--- src/hdl/mkd_pkg.sv ---
// Types and constants shared by the Morse key decoder.
// Holds the event and status codes and the level-order Morse tree ROM.
// No dependencies.
package mkd_pkg;

   // Tree geometry: a full binary tree of TREE_LEVELS levels in level order
   localparam int TREE_LEVELS = 6;
   localparam int NODE_COUNT  = (1 << TREE_LEVELS) - 1;
   localparam int POS_W       = TREE_LEVELS;

   localparam int TIMER_W  = 8;
   localparam int EVENT_W  = 3;
   localparam int STATUS_W = 2;
   localparam int CHAR_W   = 7;

   typedef enum logic [EVENT_W-1:0] {
      EV_NONE   = 3'd0,
      EV_DOT    = 3'd1,
      EV_DASH   = 3'd2,
      EV_LETTER = 3'd3,
      EV_WORD   = 3'd4
   } event_type;

   typedef enum logic [STATUS_W-1:0] {
      ST_NOTHING = 2'd0,
      ST_CHAR    = 2'd1,
      ST_ERROR   = 2'd2
   } status_type;

   // Register indexes on the CSR port (word addresses)
   typedef enum logic [1:0] {
      REG_DOT_TICKS    = 2'd0,
      REG_LETTER_TICKS = 2'd1,
      REG_WORD_TICKS   = 2'd2
   } reg_index_type;

   localparam logic [TIMER_W-1:0] DOT_TICKS_RST    = 8'd25;
   localparam logic [TIMER_W-1:0] LETTER_TICKS_RST = 8'd50;
   localparam logic [TIMER_W-1:0] WORD_TICKS_RST   = 8'd100;

   localparam logic [CHAR_W-1:0] CHAR_BAD = 7'h23;  // '#'

   // Morse tree, level order: dot child of i is 2i+1, dash child is 2i+2.
   // First character sits in the top byte.
   localparam logic [NODE_COUNT*8-1:0] TREE_ROM =
      "#ETIANMSURWDKGOHVF#L#PJBXCYZQ##54#3###2#######16#######7###8#90";

   // Character at a tree node; positions outside the tree read as '#'
   function automatic logic [CHAR_W-1:0] tree_char(input logic [POS_W-1:0] pos);
      logic [POS_W-1:0] slot;
      logic [7:0]       byte_val;
      slot     = POS_W'(NODE_COUNT - 1) - pos;
      byte_val = TREE_ROM[{slot, 3'b000} +: 8];
      if (32'(pos) >= NODE_COUNT) begin
         return CHAR_BAD;
      end
      return byte_val[CHAR_W-1:0];
   endfunction

endpackage

--- src/hdl/morse_key_decoder.sv ---
// Morse key decoder top level: timing machine, tree walk, CSRs and result register.
// Depends on mkd_pkg.
//
//   port group | direction | handshake          | payload
//   req_*      | in        | req_valid/stall    | key_pressed, key_released
//   rsp_*      | out       | rsp_valid/stall    | key_event, decode_status, char_code
//   APB        | in/out    | psel/penable/pready| dot, letter and word gap ticks
//
// Each request gives exactly one response, registered and valid in the cycle after it is accepted.
// A request can be taken every cycle while req_stall is low; the single result register sets that rate.
// req_stall is high only while the result register is full and rsp_stall is high.
// Synchronous active-high reset: phase waits for a word, timers and tree
// position clear, gap registers return to 25/50/100 ticks.
module morse_key_decoder (
   input  logic                          clock,
   input  logic                          reset,
   // request channel
   input  logic                          req_valid,
   output logic                          req_stall,
   input  logic                          req_key_pressed,
   input  logic                          req_key_released,
   // response channel
   output logic                          rsp_valid,
   input  logic                          rsp_stall,
   output logic [mkd_pkg::EVENT_W-1:0]   rsp_key_event,
   output logic [mkd_pkg::STATUS_W-1:0]  rsp_decode_status,
   output logic [mkd_pkg::CHAR_W-1:0]    rsp_char_code,
   // CSR port
   input  logic                          psel,
   input  logic                          penable,
   input  logic                          pwrite,
   input  logic [3:0]                    paddr,
   input  logic [31:0]                   pwdata,
   output logic [31:0]                   prdata,
   output logic                          pready
);

   typedef enum logic [2:0] {
      PH_DOT,
      PH_DASH,
      PH_WORD,
      PH_LETTER,
      PH_PULSE
   } phase_type;

   localparam int TW = mkd_pkg::TIMER_W;
   localparam int PW = mkd_pkg::POS_W;

   phase_type                      phase_ff, phase_in;
   logic [TW-1:0]                  dot_timer_ff, dot_timer_in;
   logic [TW-1:0]                  letter_timer_ff, letter_timer_in;
   logic [TW-1:0]                  word_timer_ff, word_timer_in;
   logic [PW-1:0]                  pos_ff, pos_in;
   logic [TW-1:0]                  dot_ticks_ff, letter_ticks_ff, word_ticks_ff;
   logic                           rsp_valid_ff;
   mkd_pkg::event_type             event_ff, event_in;
   mkd_pkg::status_type            status_ff, status_in;
   logic [mkd_pkg::CHAR_W-1:0]     char_ff, char_in;

   logic                           req_take;
   logic                           csr_wr;
   mkd_pkg::reg_index_type         csr_idx;
   logic [TW-1:0]                  dot_dec, letter_dec, word_dec;
   logic [PW:0]                    child;
   logic [mkd_pkg::CHAR_W-1:0]     node_char;

   // Handshake: result register drains or is empty
   assign req_stall = rsp_valid_ff & rsp_stall;
   assign req_take  = req_valid & ~req_stall;

   assign rsp_valid         = rsp_valid_ff;
   assign rsp_key_event     = event_ff;
   assign rsp_decode_status = status_ff;
   assign rsp_char_code     = char_ff;

   // CSR decode
   assign pready  = 1'b1;
   assign csr_wr  = psel & penable & pwrite;
   assign csr_idx = mkd_pkg::reg_index_type'(paddr[3:2]);

   always_comb begin
      unique case (csr_idx)
         mkd_pkg::REG_DOT_TICKS:    prdata = 32'(dot_ticks_ff);
         mkd_pkg::REG_LETTER_TICKS: prdata = 32'(letter_ticks_ff);
         mkd_pkg::REG_WORD_TICKS:   prdata = 32'(word_ticks_ff);
         default:                   prdata = 32'd0;
      endcase
   end

   assign dot_dec    = dot_timer_ff - TW'(1);
   assign letter_dec = letter_timer_ff - TW'(1);
   assign word_dec   = word_timer_ff - TW'(1);
   assign node_char  = mkd_pkg::tree_char(pos_ff);

   // Timing machine and tree walk for one tick
   always_comb begin
      phase_in        = phase_ff;
      dot_timer_in    = dot_timer_ff;
      letter_timer_in = letter_timer_ff;
      word_timer_in   = word_timer_ff;
      pos_in          = pos_ff;
      event_in        = mkd_pkg::EV_NONE;
      status_in       = mkd_pkg::ST_NOTHING;
      char_in         = '0;
      child           = '0;

      unique case (phase_ff)
         PH_WORD: begin
            if (req_key_pressed) begin
               phase_in     = PH_DOT;
               dot_timer_in = dot_ticks_ff;
            end
         end
         PH_DOT: begin
            dot_timer_in = dot_dec;
            if (dot_dec == '0) begin
               dot_timer_in = dot_ticks_ff;
               phase_in     = PH_DASH;
            end else if (req_key_released) begin
               phase_in        = PH_PULSE;
               letter_timer_in = letter_ticks_ff;
               word_timer_in   = word_ticks_ff;
               event_in        = mkd_pkg::EV_DOT;
            end
         end
         PH_DASH: begin
            if (req_key_released) begin
               phase_in        = PH_PULSE;
               letter_timer_in = letter_ticks_ff;
               word_timer_in   = word_ticks_ff;
               event_in        = mkd_pkg::EV_DASH;
            end
         end
         PH_PULSE: begin
            letter_timer_in = letter_dec;
            word_timer_in   = word_dec;
            if (letter_dec == '0) begin
               phase_in = PH_LETTER;
               event_in = mkd_pkg::EV_LETTER;
            end else if (word_dec == '0) begin
               phase_in = PH_WORD;
               event_in = mkd_pkg::EV_WORD;
            end else if (req_key_pressed) begin
               phase_in     = PH_DOT;
               dot_timer_in = dot_ticks_ff;
            end
         end
         PH_LETTER: begin
            word_timer_in = word_dec;
            if (word_dec == '0) begin
               phase_in = PH_WORD;
               event_in = mkd_pkg::EV_WORD;
            end else if (req_key_pressed) begin
               phase_in     = PH_DOT;
               dot_timer_in = dot_ticks_ff;
            end
         end
         default: phase_in = PH_WORD;
      endcase

      // Tree step on dot/dash; stepping past a leaf is an error
      if (event_in == mkd_pkg::EV_DOT || event_in == mkd_pkg::EV_DASH) begin
         child = {pos_ff, 1'b0} + ((event_in == mkd_pkg::EV_DOT) ? (PW+1)'(1) : (PW+1)'(2));
         if (32'(child) >= mkd_pkg::NODE_COUNT) begin
            pos_in    = '0;
            status_in = mkd_pkg::ST_ERROR;
            char_in   = mkd_pkg::CHAR_BAD;
         end else begin
            pos_in = child[PW-1:0];
         end
      end else if (event_in == mkd_pkg::EV_LETTER && pos_ff != '0) begin
         // End of letter: report the node, '#' nodes are errors
         pos_in = '0;
         if (node_char == mkd_pkg::CHAR_BAD) begin
            status_in = mkd_pkg::ST_ERROR;
            char_in   = mkd_pkg::CHAR_BAD;
         end else begin
            status_in = mkd_pkg::ST_CHAR;
            char_in   = node_char;
         end
      end
   end

   // State, CSRs and result register
   always_ff @(posedge clock) begin
      if (reset) begin
         phase_ff        <= PH_WORD;
         dot_timer_ff    <= '0;
         letter_timer_ff <= '0;
         word_timer_ff   <= '0;
         pos_ff          <= '0;
         dot_ticks_ff    <= mkd_pkg::DOT_TICKS_RST;
         letter_ticks_ff <= mkd_pkg::LETTER_TICKS_RST;
         word_ticks_ff   <= mkd_pkg::WORD_TICKS_RST;
         rsp_valid_ff    <= 1'b0;
      end else begin
         if (csr_wr) begin
            case (csr_idx)
               mkd_pkg::REG_DOT_TICKS:    dot_ticks_ff    <= pwdata[TW-1:0];
               mkd_pkg::REG_LETTER_TICKS: letter_ticks_ff <= pwdata[TW-1:0];
               mkd_pkg::REG_WORD_TICKS:   word_ticks_ff   <= pwdata[TW-1:0];
               default: ;
            endcase
         end
         if (req_take) begin
            phase_ff        <= phase_in;
            dot_timer_ff    <= dot_timer_in;
            letter_timer_ff <= letter_timer_in;
            word_timer_ff   <= word_timer_in;
            pos_ff          <= pos_in;
            rsp_valid_ff    <= 1'b1;
         end else if (!rsp_stall) begin
            rsp_valid_ff <= 1'b0;
         end
      end
      if (req_take) begin
         event_ff  <= event_in;
         status_ff <= status_in;
         char_ff   <= char_in;
      end
   end

   // Checks
   a_take_fills: assert property (@(posedge clock) disable iff (reset)
      req_take |=> rsp_valid_ff)
      else $error("accepted request produced no response");

   a_char_only_on_letter: assert property (@(posedge clock) disable iff (reset)
      rsp_valid_ff && status_ff == mkd_pkg::ST_CHAR |-> event_ff == mkd_pkg::EV_LETTER)
      else $error("character decoded without a letter gap");

   a_nothing_no_char: assert property (@(posedge clock) disable iff (reset)
      rsp_valid_ff && status_ff == mkd_pkg::ST_NOTHING |-> char_ff == '0)
      else $error("char code set with nothing decoded");

   a_error_hash: assert property (@(posedge clock) disable iff (reset)
      rsp_valid_ff && status_ff == mkd_pkg::ST_ERROR |-> char_ff == mkd_pkg::CHAR_BAD)
      else $error("error without '#'");

   a_pos_in_tree: assert property (@(posedge clock) disable iff (reset)
      32'(pos_ff) < mkd_pkg::NODE_COUNT)
      else $error("tree position left the tree");

endmodule
--- config.mk ---
export PLATFORM = sky130hd
export DESIGN_NAME = morse_key_decoder
export DESIGN_NICKNAME = d
export VERILOG_FILES = /design/src/hdl/mkd_pkg.sv /design/src/hdl/morse_key_decoder.sv
export SDC_FILE = /design/constraint.sdc
export NUM_CORES = 1
export LEC_CHECK = 0
export BUFFER_PORTS_ARGS = -buffer_cell sky130_fd_sc_hd__buf_2
export CAP_MARGIN = 20
export CORE_MARGIN = 2
export CORE_UTILIZATION = 52
export CTS_BUF_LIST = sky130_fd_sc_hd__clkbuf_16
export CTS_CLUSTER_SIZE = 10
export DETAILED_ROUTE_END_ITERATION = 8
export PLACE_DENSITY = 0.78
export SYNTH_ARGS = -nofsm -noshare
export SYNTH_HDL_FRONTEND = slang
export SYNTH_SLANG_ARGS = --single-unit
--- constraint.sdc ---
create_clock -name clock -period 3.4 [get_ports clock]
set_input_delay 0.17 -clock clock [delete_from_list [all_inputs] [get_ports clock]]
set_output_delay 0.17 -clock clock [all_outputs]
set_load 0.03 [all_outputs]
# Word-level counts from Yosys, hierarchy flattened
# Cells that the tools add are included.
# totals
reg_bits,70
input_bits,45
output_inout_bits,47
elab_cells,99
# op_classes
n_addsub,5
order_cmp,2
eq_ne,13
n_shift,1
muxes,41
bitwise_logic,5
n_reduce_logical,20
# ops
operator,count
"504-bit by 10-bit indexed part select with 7-bit output, first input constant",1
8-bit one-hot mux with 3 select lines,3
8-bit two-way mux,8
7-bit two-way mux,5
8-bit one-hot mux with 4 select lines,1
8-bit logical NOT,3
6-bit two-way mux,4
"8-bit by 1-bit subtractor with 8-bit output, second input constant",3
3-bit two-way mux,7
3-bit one-hot mux with 5 select lines,1
"3-bit by 2-bit equality test with 1-bit output, second input constant",4
2-bit two-way mux,6
3-bit one-hot mux with 4 select lines,1
3-bit AND reduction,3
2-bit AND reduction,4
7-bit by 2-bit adder with 7-bit output,1
"7-bit by 6-bit equality test with 1-bit output, second input constant",1
"7-bit by 6-bit greater-or-equal comparator with 1-bit output, second input constant",1
"3-bit by 1-bit equality test with 1-bit output, second input constant",2
"6-bit greater-or-equal comparator, second input constant",1
3-bit nonzero test,2
6-bit nonzero test,1
"6-bit subtractor, first input constant",1
1-bit two-way mux,5
14 further kinds,18

# Longest topological paths before layout
# Gate-level depths: netlist of run 1.
# depth
depth_word,11
ltp_mapped,15
depth_no_buf,15

# Worst setup path after synthesis of run 1
# OpenSTA, ideal clock, no wires.
# synth_path
path_type,reg-to-reg
startpoint,register dot_timer_ff[0]
endpoint,register pos_ff[3]
setup_time_ns,0.117
arrival_ns,3.358
t_required_ns,3.283
slack_ns,-0.074
stages_incl_launch_ff,14
path_buffers,0
synth_period_minus_slack_ns,3.474
path_cell_list,dfxtp_1 or4_4 or2_4 a31oi_4 o31ai_4 or2_1 ha_1 ha_1 xor2_1 nand4_1 or2_2 o31ai_4 nor4b_4 a22o_1
# synth_via
elab_chain_len,10
word_cells_on_any_way,16
classes_between,add/sub: 2; order compare: 1; eq/ne: 3; mux: 5; reduce/logical: 5
# synth_lines
element,line,source
"start, declared",morse_key_decoder.sv:50,"logic [TW-1:0] dot_timer_ff, dot_timer_in;"
"start signal, assigned",morse_key_decoder.sv:207,dot_timer_ff <= dot_timer_in;
8-bit by 1-bit subtractor with 8-bit output *,morse_key_decoder.sv:90,assign dot_dec = dot_timer_ff - TW'(1);
8-bit logical NOT *,morse_key_decoder.sv:116,if (dot_dec == '0) begin
1-bit two-way mux *,morse_key_decoder.sv:116,
3-bit one-hot mux with 4 select lines *,morse_key_decoder.sv:107,unique case (phase_ff)
3-bit by 1-bit equality test with 1-bit output,"morse_key_decoder.sv:162, morse_key_decoder.sv:163",
2-bit two-way mux,morse_key_decoder.sv:163,"child = {pos_ff, 1'b0} + ((event_in == mkd_pkg::EV_DOT) ? (PW+1)'(1) : (PW+1)'(2));"
7-bit by 2-bit adder with 7-bit output,morse_key_decoder.sv:163,
7-bit by 6-bit greater-or-equal comparator with 1-bit output,morse_key_decoder.sv:164,if (32'(child) >= mkd_pkg::NODE_COUNT) begin
6-bit two-way mux,morse_key_decoder.sv:164,
6-bit two-way mux,morse_key_decoder.sv:162,if (event_in == mkd_pkg::EV_DOT || event_in == mkd_pkg::EV_DASH) begin
"end signal, assigned",morse_key_decoder.sv:210,pos_ff <= pos_in;
"end, declared",morse_key_decoder.sv:53,"logic [PW-1:0] pos_ff, pos_in;"
# Every way passes the cells marked *; elsewhere a longest branch is shown, timed or not.
# A chain may end at the register's enable or synchronous reset.

# Worst setup path after layout of run 1
# layout_path
startpoint,register dot_timer_ff[1]
endpoint,register pos_ff[1]
# The elaborated chain is that of the path after synthesis.

==> metrics.cfg, run 1 <==
[logic_synthesis]
ys_warn_count = 0
avgSynthCellArea_sq_um = 7.991
synth_edf_count = 12
synth_ff_type = dfxtp_1
netlist_instances = 657
syn-cell-area_sq_um = 5250
async_reset_ff_share_pct = 0
synth_cell_types = 83
synth-seq-cells = 70
synth_seq_area_share_pct = 28.98

[power]
p_int_w = 0.001629
power_density_nw_per_um2 = 385.9
finalPower_w = 0.002306
comb_power_share_pct = 22.1
vdd_drop_max_mv = 0.2926
clock_power_share_pct = 38.5
seq_power_share_pct = 39.4
switchingPower_w = 0.0006773
switching_share_pct = 29.37
p_leak_nw = 2.316

[final_layout]
layout_commonest_cell = nand2_1
nets = 760
antenna_cells = 0
layout_common_cells = nand2_1, nor2_1, dfxtp_1, a21oi_1, buf_2
post-route-util_pct = 61.14
layoutNonFillerInstCount = 836
synthToLayoutAreaGrowth_pct = 13.82
layout-drive-gt1-share_pct = 18.07

[global_routing]
grt.total_usage_pct = 24.04
grt_max_degree = 45
grt_overflow = 0
grt_pass1_wl_mm = 21.92
antenna_found_initial = 0
grt_pass1_vias = 4509

[hold_path]
hp-class = in -> reg
hold_start = pwdata[2]
holdPathStages = 2
hold_end = word_ticks_ff[2]

[cts]
cts_num_sinks = 70
worstSkewPairLatency_ns = 0.33
cts_root_buf = clkbuf_16
cts_hold_buf = 0
cts_max_level = 3
cts-buffers-inserted = 9
clock_path_buffers = 2
path_clk_slew_ns = 0.05
cts_tree = built

[worst_setup_path]
path_class = reg -> reg
start_kind = flop
reg2reg_slack_ns = 0.07
r2r_start = dot_timer_ff[1]
worst_setup_path_end_kind = flop
required_ns = 3.67
cp_max_fo = 5
reg2reg_depth = 13
arrival_ns = 3.60
worstReg2RegEnd = pos_ff[1]

[timing]
fin_worst_skew_ns = 0.005337
hold_violations = 0
fmax_mhz = 300.7
rsz0062_at_grt = yes
finalCritPeriodShare_pct = 97.82
finalMaxSlewViolations = 0
setup_viol = 0
finalCriticalPeriod_ns = 3.326
max-slew-margin-rel_pct = 52.91
hold_ws_ns = 0.07114
fin_setup_tns_ns = 0
worst_slew_pin_slew_ns = 0.7053

[floorplan]
dieWidth_microns = 104.5
core_sq_um = 9774
pin_count = 92
rows = 36
die-area_sq_um = 10920
die_y_microns = 104.5
start_util_pct = 53.71

[place]
gp_congestion = 0.9453
port_buffers = 40
dp_cells = 814
dp_hpwl_mm = 9.460

[routing]
firstDrtPassIters = 5
vias = 5017
drc = 0
via_per_inst = 6.001
finalWirelength_mm = 13.39
drtAntennaViolNets = 0
wl_per_cell_microns = 16.02
detail_route.iter0.violations = 447

[status]
status = completed

[run]
cap_violations = 0

==> synthesized netlist by cell type (3+ instances only) <==
cell / n / area share [%]
a211o_1: 8 / 1.3
o211ai_1: 8 / 1.1
a22o_1: 7 / 1.2
nand3b_1: 6 / 0.86
or2_2: 6 / 0.72
a21o_1: 8 / 1.1
a21oi_1: 44 / 4.2
o21ai_0: 40 / 3.8
xor2_1: 8 / 1.3
a22oi_1: 4 / 0.57
nor3b_1: 3 / 0.43
nand2_1: 64 / 4.6
or4_4: 3 / 0.64
buf_4: 25 / 3.6
a211oi_1: 7 / 1.0
or4_1: 5 / 0.72
clkbuf_1: 29 / 2.1
nor2_1: 60 / 4.3
nor3_1: 21 / 2.0
ha_1: 15 / 3.6
mux2i_1: 29 / 5.5
a31oi_1: 8 / 0.95
edfxtp_1: 12 / 6.9
o221ai_1: 3 / 0.50
o32ai_1: 4 / 0.67
o31ai_1: 5 / 0.72
xnor2_1: 17 / 2.8
dfxtp_1: 58 / 22
nand2b_1: 7 / 0.83
or3_1: 6 / 0.72
o21a_1: 3 / 0.43
inv_1: 25 / 1.8
a32oi_1: 3 / 0.50
nand3_1: 26 / 2.5
nor2b_1: 9 / 1.1
buf_2: 6 / 0.57
nand4_1: 3 / 0.36
==> final cells by class <==
cell class / instances / area [sq um]
clock inverters: 5 / 52.55
inverters: 25 / 93.84
flip-flops and latches: 70 / 1526
fillers: 849 / 3799
well taps: 133 / 166.4
multi-input cells: 521 / 3460
clock buffers: 9 / 225.2
repair buffers: 73 / 451.7
==> worst max-delay path, cell delays in order (launching register included) <==
cell	delay, ns
dfxtp_2	0.33
or4_4	0.52
or2_4	0.27
a31oi_4	0.17
o31ai_4	0.09
or2_4	0.29
ha_4	0.18
ha_4	0.17
xor2_2	0.15
nand4_1	0.21
or2_4	0.16
o31ai_4	0.09
nor4b_4	0.43
a22o_1	0.21
==> metrics by stage <==
| step | setup slack [ns] | instance area, sq um |
|---|---|---|
| 2_1_floorplan | 0.01091 | 5339 |
| 3_3_place_gp | 0.09991 | 5537 |
| 3_5_place_dp | -0.05848 | 5537 |
| 4_1_cts | 0.003529 | 5843 |
| 5_1_grt | -0.07299 | 5976 |
| 6_report | 0.07414 | 5976 |
==> metal layers <==
layer	GRT usage [%]	vias to the layer above	wire length, microns
met5	0	-	0
met4	6.274	0	155
met3	4.261	17	931
met2	38.52	228	6322
met1	33.36	2345	5984
li1	-	2427	-
==> power by group through the flow <==
stage / clock network, W / logic (W) / registers, W
final: 0.000888 / 0.000510 / 0.000908
after global routing: 0.000941 / 0.000553 / 0.000912
after CTS: 0.000895 / 0.000477 / 0.000907
after detailed placement: 0 / 0.000464 / 0.000922
after global placement: 0 / 0.000454 / 0.000920
after floorplan: 0 / 0.000362 / 0.000929
==> how the worst max path moves through the flow <==
| stage | startpoint | endpoint | slack, ns | depth (start not counted) |
|---|---|---|---|---|
| floorplan | dot_timer_ff[0] | rsp_decode_status[1] | 0.01 | 13 |
| global placement | dot_timer_ff[0] | pos_ff[2] | 0.1 | 13 |
| detailed placement | dot_timer_ff[0] | pos_ff[3] | -0.06 | 15 |
| CTS | dot_timer_ff[0] | pos_ff[4] | 0.004 | 13 |
| global route | dot_timer_ff[0] | pos_ff[1] | -0.07 | 15 |
| finish | dot_timer_ff[1] | pos_ff[1] | 0.07 | 13 |
==> cell families (layout without fill, tap and decap cells) <==
group	after synthesis	after routing	share of synthesized area, %
other	2	25	0.1430
flip-flops	70	70	28.98
adder cells (fa/ha/maj)	15	15	3.575
AO/OA/AOI/OAI	187	187	25.38
multiplexers	30	30	5.744
XOR/XNOR	25	25	4.171
buffers and inverters	89	112	8.580
AND/OR/NAND/NOR	239	239	23.43
==> sequential cells by signal, summed over array words and instances, names as in the netlist <==
signal,count
word_timer_ff,8
letter_timer_ff,8
word_ticks_ff,8
phase_ff,3
letter_ticks_ff,8
dot_timer_ff,8
rsp_key_event,3
pos_ff,6
dot_ticks_ff,8
rsp_char_code,7
rsp_valid,1
rsp_decode_status,2
==> timing repair <==
action | 4_1_cts | 5_1_grt
hold endpoints to repair | 0 | 0
gates resized for setup | 4 | 15
setup endpoints to repair | 10 | 10
pin swaps | 3 | 15
setup buffers | 1 | 6
No activity file was read; power rests on OpenSTA's default activity.
==> run 2, diff against run 1 <==
--- a/config.mk
+++ b/config.mk
@@ -8,11 +8,11 @@
 export BUFFER_PORTS_ARGS = -buffer_cell sky130_fd_sc_hd__buf_2
 export CAP_MARGIN = 20
 export CORE_MARGIN = 2
-export CORE_UTILIZATION = 52
+export CORE_UTILIZATION = 50
 export CTS_BUF_LIST = sky130_fd_sc_hd__clkbuf_16
 export CTS_CLUSTER_SIZE = 10
 export DETAILED_ROUTE_END_ITERATION = 8
-export PLACE_DENSITY = 0.78
+export PLACE_DENSITY = 0.75
 export SYNTH_ARGS = -nofsm -noshare
 export SYNTH_HDL_FRONTEND = slang
 export SYNTH_SLANG_ARGS = --single-unit
==> metrics.cfg, run 2 (synthesis gave the netlist of run 1 again) <==
[status]
status = completed

[worst_setup_path]
arrival_ns = 3.63  ; +0.03 ns
worst_setup_path_end_kind = flop
r2r_start = dot_timer_ff[2]
endpoint = pos_ff[4]
worstReg2RegEnd = pos_ff[4]
start_kind = flop
path_class = reg -> reg
cp-startpoint = dot_timer_ff[2]
cp_max_fo = 5  ; unchanged
reg2reg_depth = 14  ; +1
reg2reg_slack_ns = 0.04  ; -0.03 ns
required_ns = 3.68  ; about the same

[routing]
finalWirelength_mm = 13.94  ; +4.1%
vias = 5015  ; -0.040%
via_per_inst = 5.935  ; -1.1%
wl_per_cell_microns = 16.50  ; +3.0%
firstDrtPassIters = 5  ; unchanged
detail_route.iter0.violations = 551  ; +23%
drtAntennaViolNets = 0  ; unchanged
drc = 0  ; unchanged

[cts]
worstSkewPairLatency_ns = 0.34  ; about the same
cts_root_buf = clkbuf_16
cts_max_level = 3  ; unchanged
path_clk_slew_ns = 0.06  ; about the same
clock_path_buffers = 2  ; unchanged
cts-buffers-inserted = 9  ; unchanged
cts_tree = built
cts_num_sinks = 70  ; unchanged

[global_routing]
grt_overflow = 0  ; unchanged
top_usage_layer = met2
grt.total_usage_pct = 24.24  ; +0.20 points
grtUsageMet2_pct = 36.81  ; -1.7 points
use_met1_pct = 34.89  ; +1.5 points
antenna_found_initial = 0  ; unchanged
grt.met3_usage_pct = 4.721  ; +0.46 points
grt_pass1_wl_mm = 22.29  ; +1.7%
grt_pass1_vias = 4502  ; -0.16%
grt_max_degree = 31  ; -31%

[floorplan]
die-area_sq_um = 11340  ; +3.8%
rows = 37  ; +2.8%
die_y_microns = 106.5  ; +1.9%
core_sq_um = 10280  ; +5.1%
start_util_pct = 51.08  ; -2.6 points
pin_count = 92  ; unchanged
dieWidth_microns = 106.5  ; +1.9%

[timing]
setup_viol = 0  ; unchanged
max-slew-margin-rel_pct = 39.90  ; -13 points
finalMaxSlewViolations = 0  ; unchanged
worst_slew_pin_slew_ns = 0.9003  ; +0.1950 ns
hold_violations = 0  ; unchanged
fin_worst_skew_ns = 0.01018  ; +0.004845 ns
rsz0062_at_grt = yes
hold_ws_ns = 0.06582  ; -0.005318 ns
finalCritPeriodShare_pct = 98.72  ; +0.90 points
fmax_mhz = 297.9  ; -0.91%
finalCriticalPeriod_ns = 3.357  ; +0.03069 ns

[power]
p_leak_nw = 2.328  ; +0.54%
vdd_drop_max_mv = 0.2419  ; -17%
power_density_nw_per_um2 = 386.2  ; about the same

[hold_path]
hp-class = in -> reg

[final_layout]
synthToLayoutAreaGrowth_pct = 14.35
multiInputGateArea_sq_um = 3437  ; -0.65%
nets = 764  ; +0.53%
area.sequential_sq_um = 1528  ; about the same
fillers = 916  ; +7.9%
layout_commonest_cell = nand2_1
layoutNonFillerInstCount = 845  ; +1.1%
antenna_cells = 0  ; unchanged
layout-drive-gt1-share_pct = 18.48  ; +0.41 points
layout_common_cells = nand2_1, nor2_1, dfxtp_1, a21oi_1, buf_2

[run]
cap_violations = 0  ; unchanged

[place]
dp_hpwl_mm = 9.738  ; +2.9%
gp_congestion = 0.9146  ; -3.2%
port_buffers = 40  ; unchanged
dp_cells = 823  ; +1.1%

## run 2: final cells by class
type                       count  share of cell area (%)
multi-input combinational    521                   57.25
sequential                    70                   25.45
timing repair buffer          77                   8.024
clock buffer                  10                   4.168
tap                          136                   2.835
inverter                      25                   1.563
clock inverter                 6                  0.7086
## run 2: power by group
part | internal (W) | switching (W) | leakage [nW]
Sequential | 0.000873 | 0.0000341 | 0.594
Clock | 0.000539 | 0.000370 | 0.142
Combinational | 0.000193 | 0.000310 | 1.59
## run 2: worst max-delay path, cell delays in order, from the launching register on
cell and delay, ns:
dfxtp_2 0.32, or4_4 0.54, buf_6 0.14, nor4_4 0.26, a31oi_4 0.07, o31ai_4 0.24, or2_1 0.19, ha_4 0.18
nand3_4 0.08, xnor2_2 0.19, nand4_1 0.20, or2_4 0.16, o31ai_4 0.09, nor4b_4 0.42, a22o_1 0.21
## run 2: what timing repair did
action	CTS	global route
hold endpoints to repair	0	0
pin swaps	3	14
gates resized for setup	2	14
setup buffers	1	5
hold buffers	0	0
endpoints found under the setup margin	8	10
## run 2: worst min-delay path by stage
stage | from | endpoint | slack, ns | cells past startpoint
4_1_cts | pwdata[4] | dot_ticks_ff[4] | 0.06 | 2
2_1_floorplan | pwdata[0] | dot_ticks_ff[0] | 0.29 | 1
3_3_place_gp | pwdata[4] | dot_ticks_ff[4] | 0.40 | 2
6_report | req_valid | rsp_valid | 0.07 | 3
5_1_grt | pwdata[4] | dot_ticks_ff[4] | 0.07 | 2
3_5_place_dp | pwdata[4] | dot_ticks_ff[4] | 0.42 | 2
## run 2: through the flow
step                      instance area (sq um)  power, W  worst slack (ns)  setup TNS [ns]  util, %
final                                      6003  0.002319           0.04346               0    58.41
after global routing                       6003  0.002411          -0.08356         -0.4691    58.41
after CTS                                  5897  0.002311           0.01619               0    57.38
after detailed placement                   5585  0.001395          -0.03264         -0.1394    54.35
after global placement                     5585  0.001384            0.1025               0    54.35
after floorplan                            5339  0.001291           0.01091               0        -
## run 2: layer usage
metal	up-vias	routed length (microns)
li1	2421	-
met1	2328	6210
met2	245	6292
met3	21	1193
met4	0	245
met5	-	0
==> run 3, diff against run 2 <==
--- a/config.mk
+++ b/config.mk
@@ -12,6 +12,7 @@
 export CTS_BUF_LIST = sky130_fd_sc_hd__clkbuf_16
 export CTS_CLUSTER_SIZE = 10
 export DETAILED_ROUTE_END_ITERATION = 8
+export HOLD_SLACK_MARGIN = 0.1
 export PLACE_DENSITY = 0.75
 export SYNTH_ARGS = -nofsm -noshare
 export SYNTH_HDL_FRONTEND = slang
==> metrics.cfg, run 3 (synthesis gave the netlist of run 1 again) <==
[worst_setup_path]
cp_max_fo = 5  ; unchanged
arrival_ns = 3.59  ; -0.04 ns
reg2reg_depth = 14  ; unchanged
worstReg2RegEnd = pos_ff[4]
reg2reg_slack_ns = 0.04  ; about the same
endpoint = pos_ff[4]
required_ns = 3.63  ; -0.05 ns
cp-startpoint = dot_timer_ff[2]
r2r_start = dot_timer_ff[2]
worst_setup_path_end_kind = flop
start_kind = flop
path_class = reg -> reg

[global_routing]
grt.total_usage_pct = 24.46  ; +0.22 points
grt_max_degree = 31  ; unchanged
grt_overflow = 0  ; unchanged
grt_pass1_wl_mm = 22.49  ; +0.93%
grt_pass1_vias = 4524  ; +0.49%
antenna_found_initial = 0  ; unchanged

[timing]
finalMaxSlewViolations = 0  ; unchanged
setup_viol = 0  ; unchanged
hold_violations = 0  ; unchanged
fin_worst_skew_ns = 0.009001  ; -0.001181 ns
fmax_mhz = 297.4  ; -0.18%
finalCritPeriodShare_pct = 98.90  ; +0.18 points
worst_slew_pin_slew_ns = 0.9183  ; +0.01795 ns
rsz0062_at_grt = yes
max-slew-margin-rel_pct = 38.70  ; -1.2 points
setup_ws_ns = 0.03739  ; -0.006064 ns
finalCriticalPeriod_ns = 3.363  ; +0.006064 ns

[routing]
wl_per_cell_microns = 16.45  ; -0.29%
firstDrtPassIters = 7  ; +2
drtAntennaViolNets = 0  ; unchanged
via_per_inst = 5.932  ; about the same
finalWirelength_mm = 14.05  ; +0.77%
drc = 0  ; unchanged
detail_route.iter0.violations = 561  ; +1.8%
vias = 5066  ; +1.0%

[status]
status = completed

[final_layout]
layoutNonFillerInstCount = 854  ; +1.1%
nets = 773  ; +1.2%
layout-drive-gt1-share_pct = 18.25  ; -0.23 points
layout_commonest_cell = nand2_1
synthToLayoutAreaGrowth_pct = 16.06
layout_common_cells = nand2_1, nor2_1, dfxtp_1, a21oi_1, buf_2
antenna_cells = 0  ; unchanged
fillers = 904  ; -1.3%

[floorplan]
die-area_sq_um = 11340  ; unchanged
rows = 37  ; unchanged
start_util_pct = 51.08  ; unchanged
die_y_microns = 106.5  ; unchanged
pin_count = 92  ; unchanged
dieWidth_microns = 106.5  ; unchanged
core_sq_um = 10280  ; unchanged

[power]
comb_power_share_pct = 21.9  ; +0.2 points
switchingPower_w = 0.0007195  ; +0.74%
p_int_w = 0.001611  ; +0.43%
power_density_nw_per_um2 = 382.5  ; -0.96%
p_leak_nw = 2.366  ; +1.6%
clock_power_share_pct = 39.2  ; about the same
vdd_drop_max_mv = 0.2430  ; +0.46%
switching_share_pct = 30.87  ; +0.066 points
seq_power_share_pct = 38.9  ; -0.2 points

[place]
dp_hpwl_mm = 9.738  ; unchanged
port_buffers = 40  ; unchanged
dp_cells = 823  ; unchanged
gp_congestion = 0.9146  ; unchanged
place_ws_ns = -0.03264  ; unchanged

[cts]
cts_tree = built
cts-buffers-inserted = 9  ; unchanged
worstSkewPairLatency_ns = 0.34  ; about the same
clock_path_buffers = 2  ; unchanged
cts_num_sinks = 70  ; unchanged
cts_root_buf = clkbuf_16
cts_max_level = 3  ; unchanged
path_clk_slew_ns = 0.06  ; about the same

[hold_path]
hp-class = in -> reg

[run]
cap_violations = 0  ; unchanged

-- run 3: routing by layer --
layer / vias to the layer above / part of all wire (%) / global-route usage, %
met5: - / 0 / 0
met4: 0 / 1.4 / 6.401
met3: 17 / 8.0 / 4.660
met2: 229 / 46 / 37.64
met1: 2381 / 45 / 35.16
li1: 2439 / - / -
-- run 3: layout make-up --
type,instances,area (sq um),area share (%)
Sequential cell,70,1528,25.07
Clock buffer,10,250.2,4.107
Tap cell,136,170.2,2.793
Timing Repair Buffer,86,571.8,9.384
Clock inverter,6,42.54,0.6982
Inverter,25,93.84,1.540
Multi-Input combinational cell,521,3437,56.41
-- run 3: worst min path at each step --
stage	startpoint	endpoint	slack (ns)	cells past startpoint
floorplan	pwdata[0]	dot_ticks_ff[0]	0.29	1
global placement	pwdata[4]	dot_ticks_ff[4]	0.40	2
detailed placement	pwdata[4]	dot_ticks_ff[4]	0.42	2
CTS	rsp_stall	rsp_valid	0.18	5
global route	rsp_stall	rsp_valid	0.20	5
finish	rsp_stall	rsp_valid	0.17	5
-- run 3: stage by stage --
step | utilization (%) | hold slack, ns | setup TNS (ns) | total power (W) | instance area [sq um]
floorplan | - | 0.2879 | 0 | 0.001291 | 5339
global placement | 54.35 | 0.4045 | 0 | 0.001384 | 5585
detailed placement | 54.35 | 0.4164 | -0.1394 | 0.001395 | 5585
CTS | 58.25 | 0.1758 | 0 | 0.002318 | 5987
global route | 59.29 | 0.1987 | -0.4664 | 0.002420 | 6093
finish | 59.29 | 0.1744 | 0 | 0.002331 | 6093
-- run 3: power by group through the flow --
stage	sequential [W]	combinational, W	clock [W]
after floorplan	0.000929	0.000362	0
after global placement	0.000920	0.000465	0
after detailed placement	0.000922	0.000473	0
after CTS	0.000905	0.000487	0.000927
after global routing	0.000911	0.000553	0.000956
final	0.000907	0.000511	0.000913
-- run 3: what timing repair did --
action / 4_1_cts / 5_1_grt
setup endpoints to repair: 8 / 10
hold endpoints to repair: 15 / 0
gates resized for setup: 2 / 14
hold buffers: 9 / 0
setup buffers: 1 / 5
pin swaps: 3 / 14
-- run 3: critical path, cell delays in order (launching register included) --
cell,delay (ns)
dfxtp_2,0.32
or4_4,0.54
buf_6,0.14
nor4_4,0.26
a31oi_4,0.07
o31ai_4,0.24
or2_1,0.19
ha_4,0.18
ha_4,0.15
xor2_2,0.17
nand4_1,0.20
or2_4,0.33
o31ai_4,0.10
nor4b_4,0.12
a22o_1,0.23
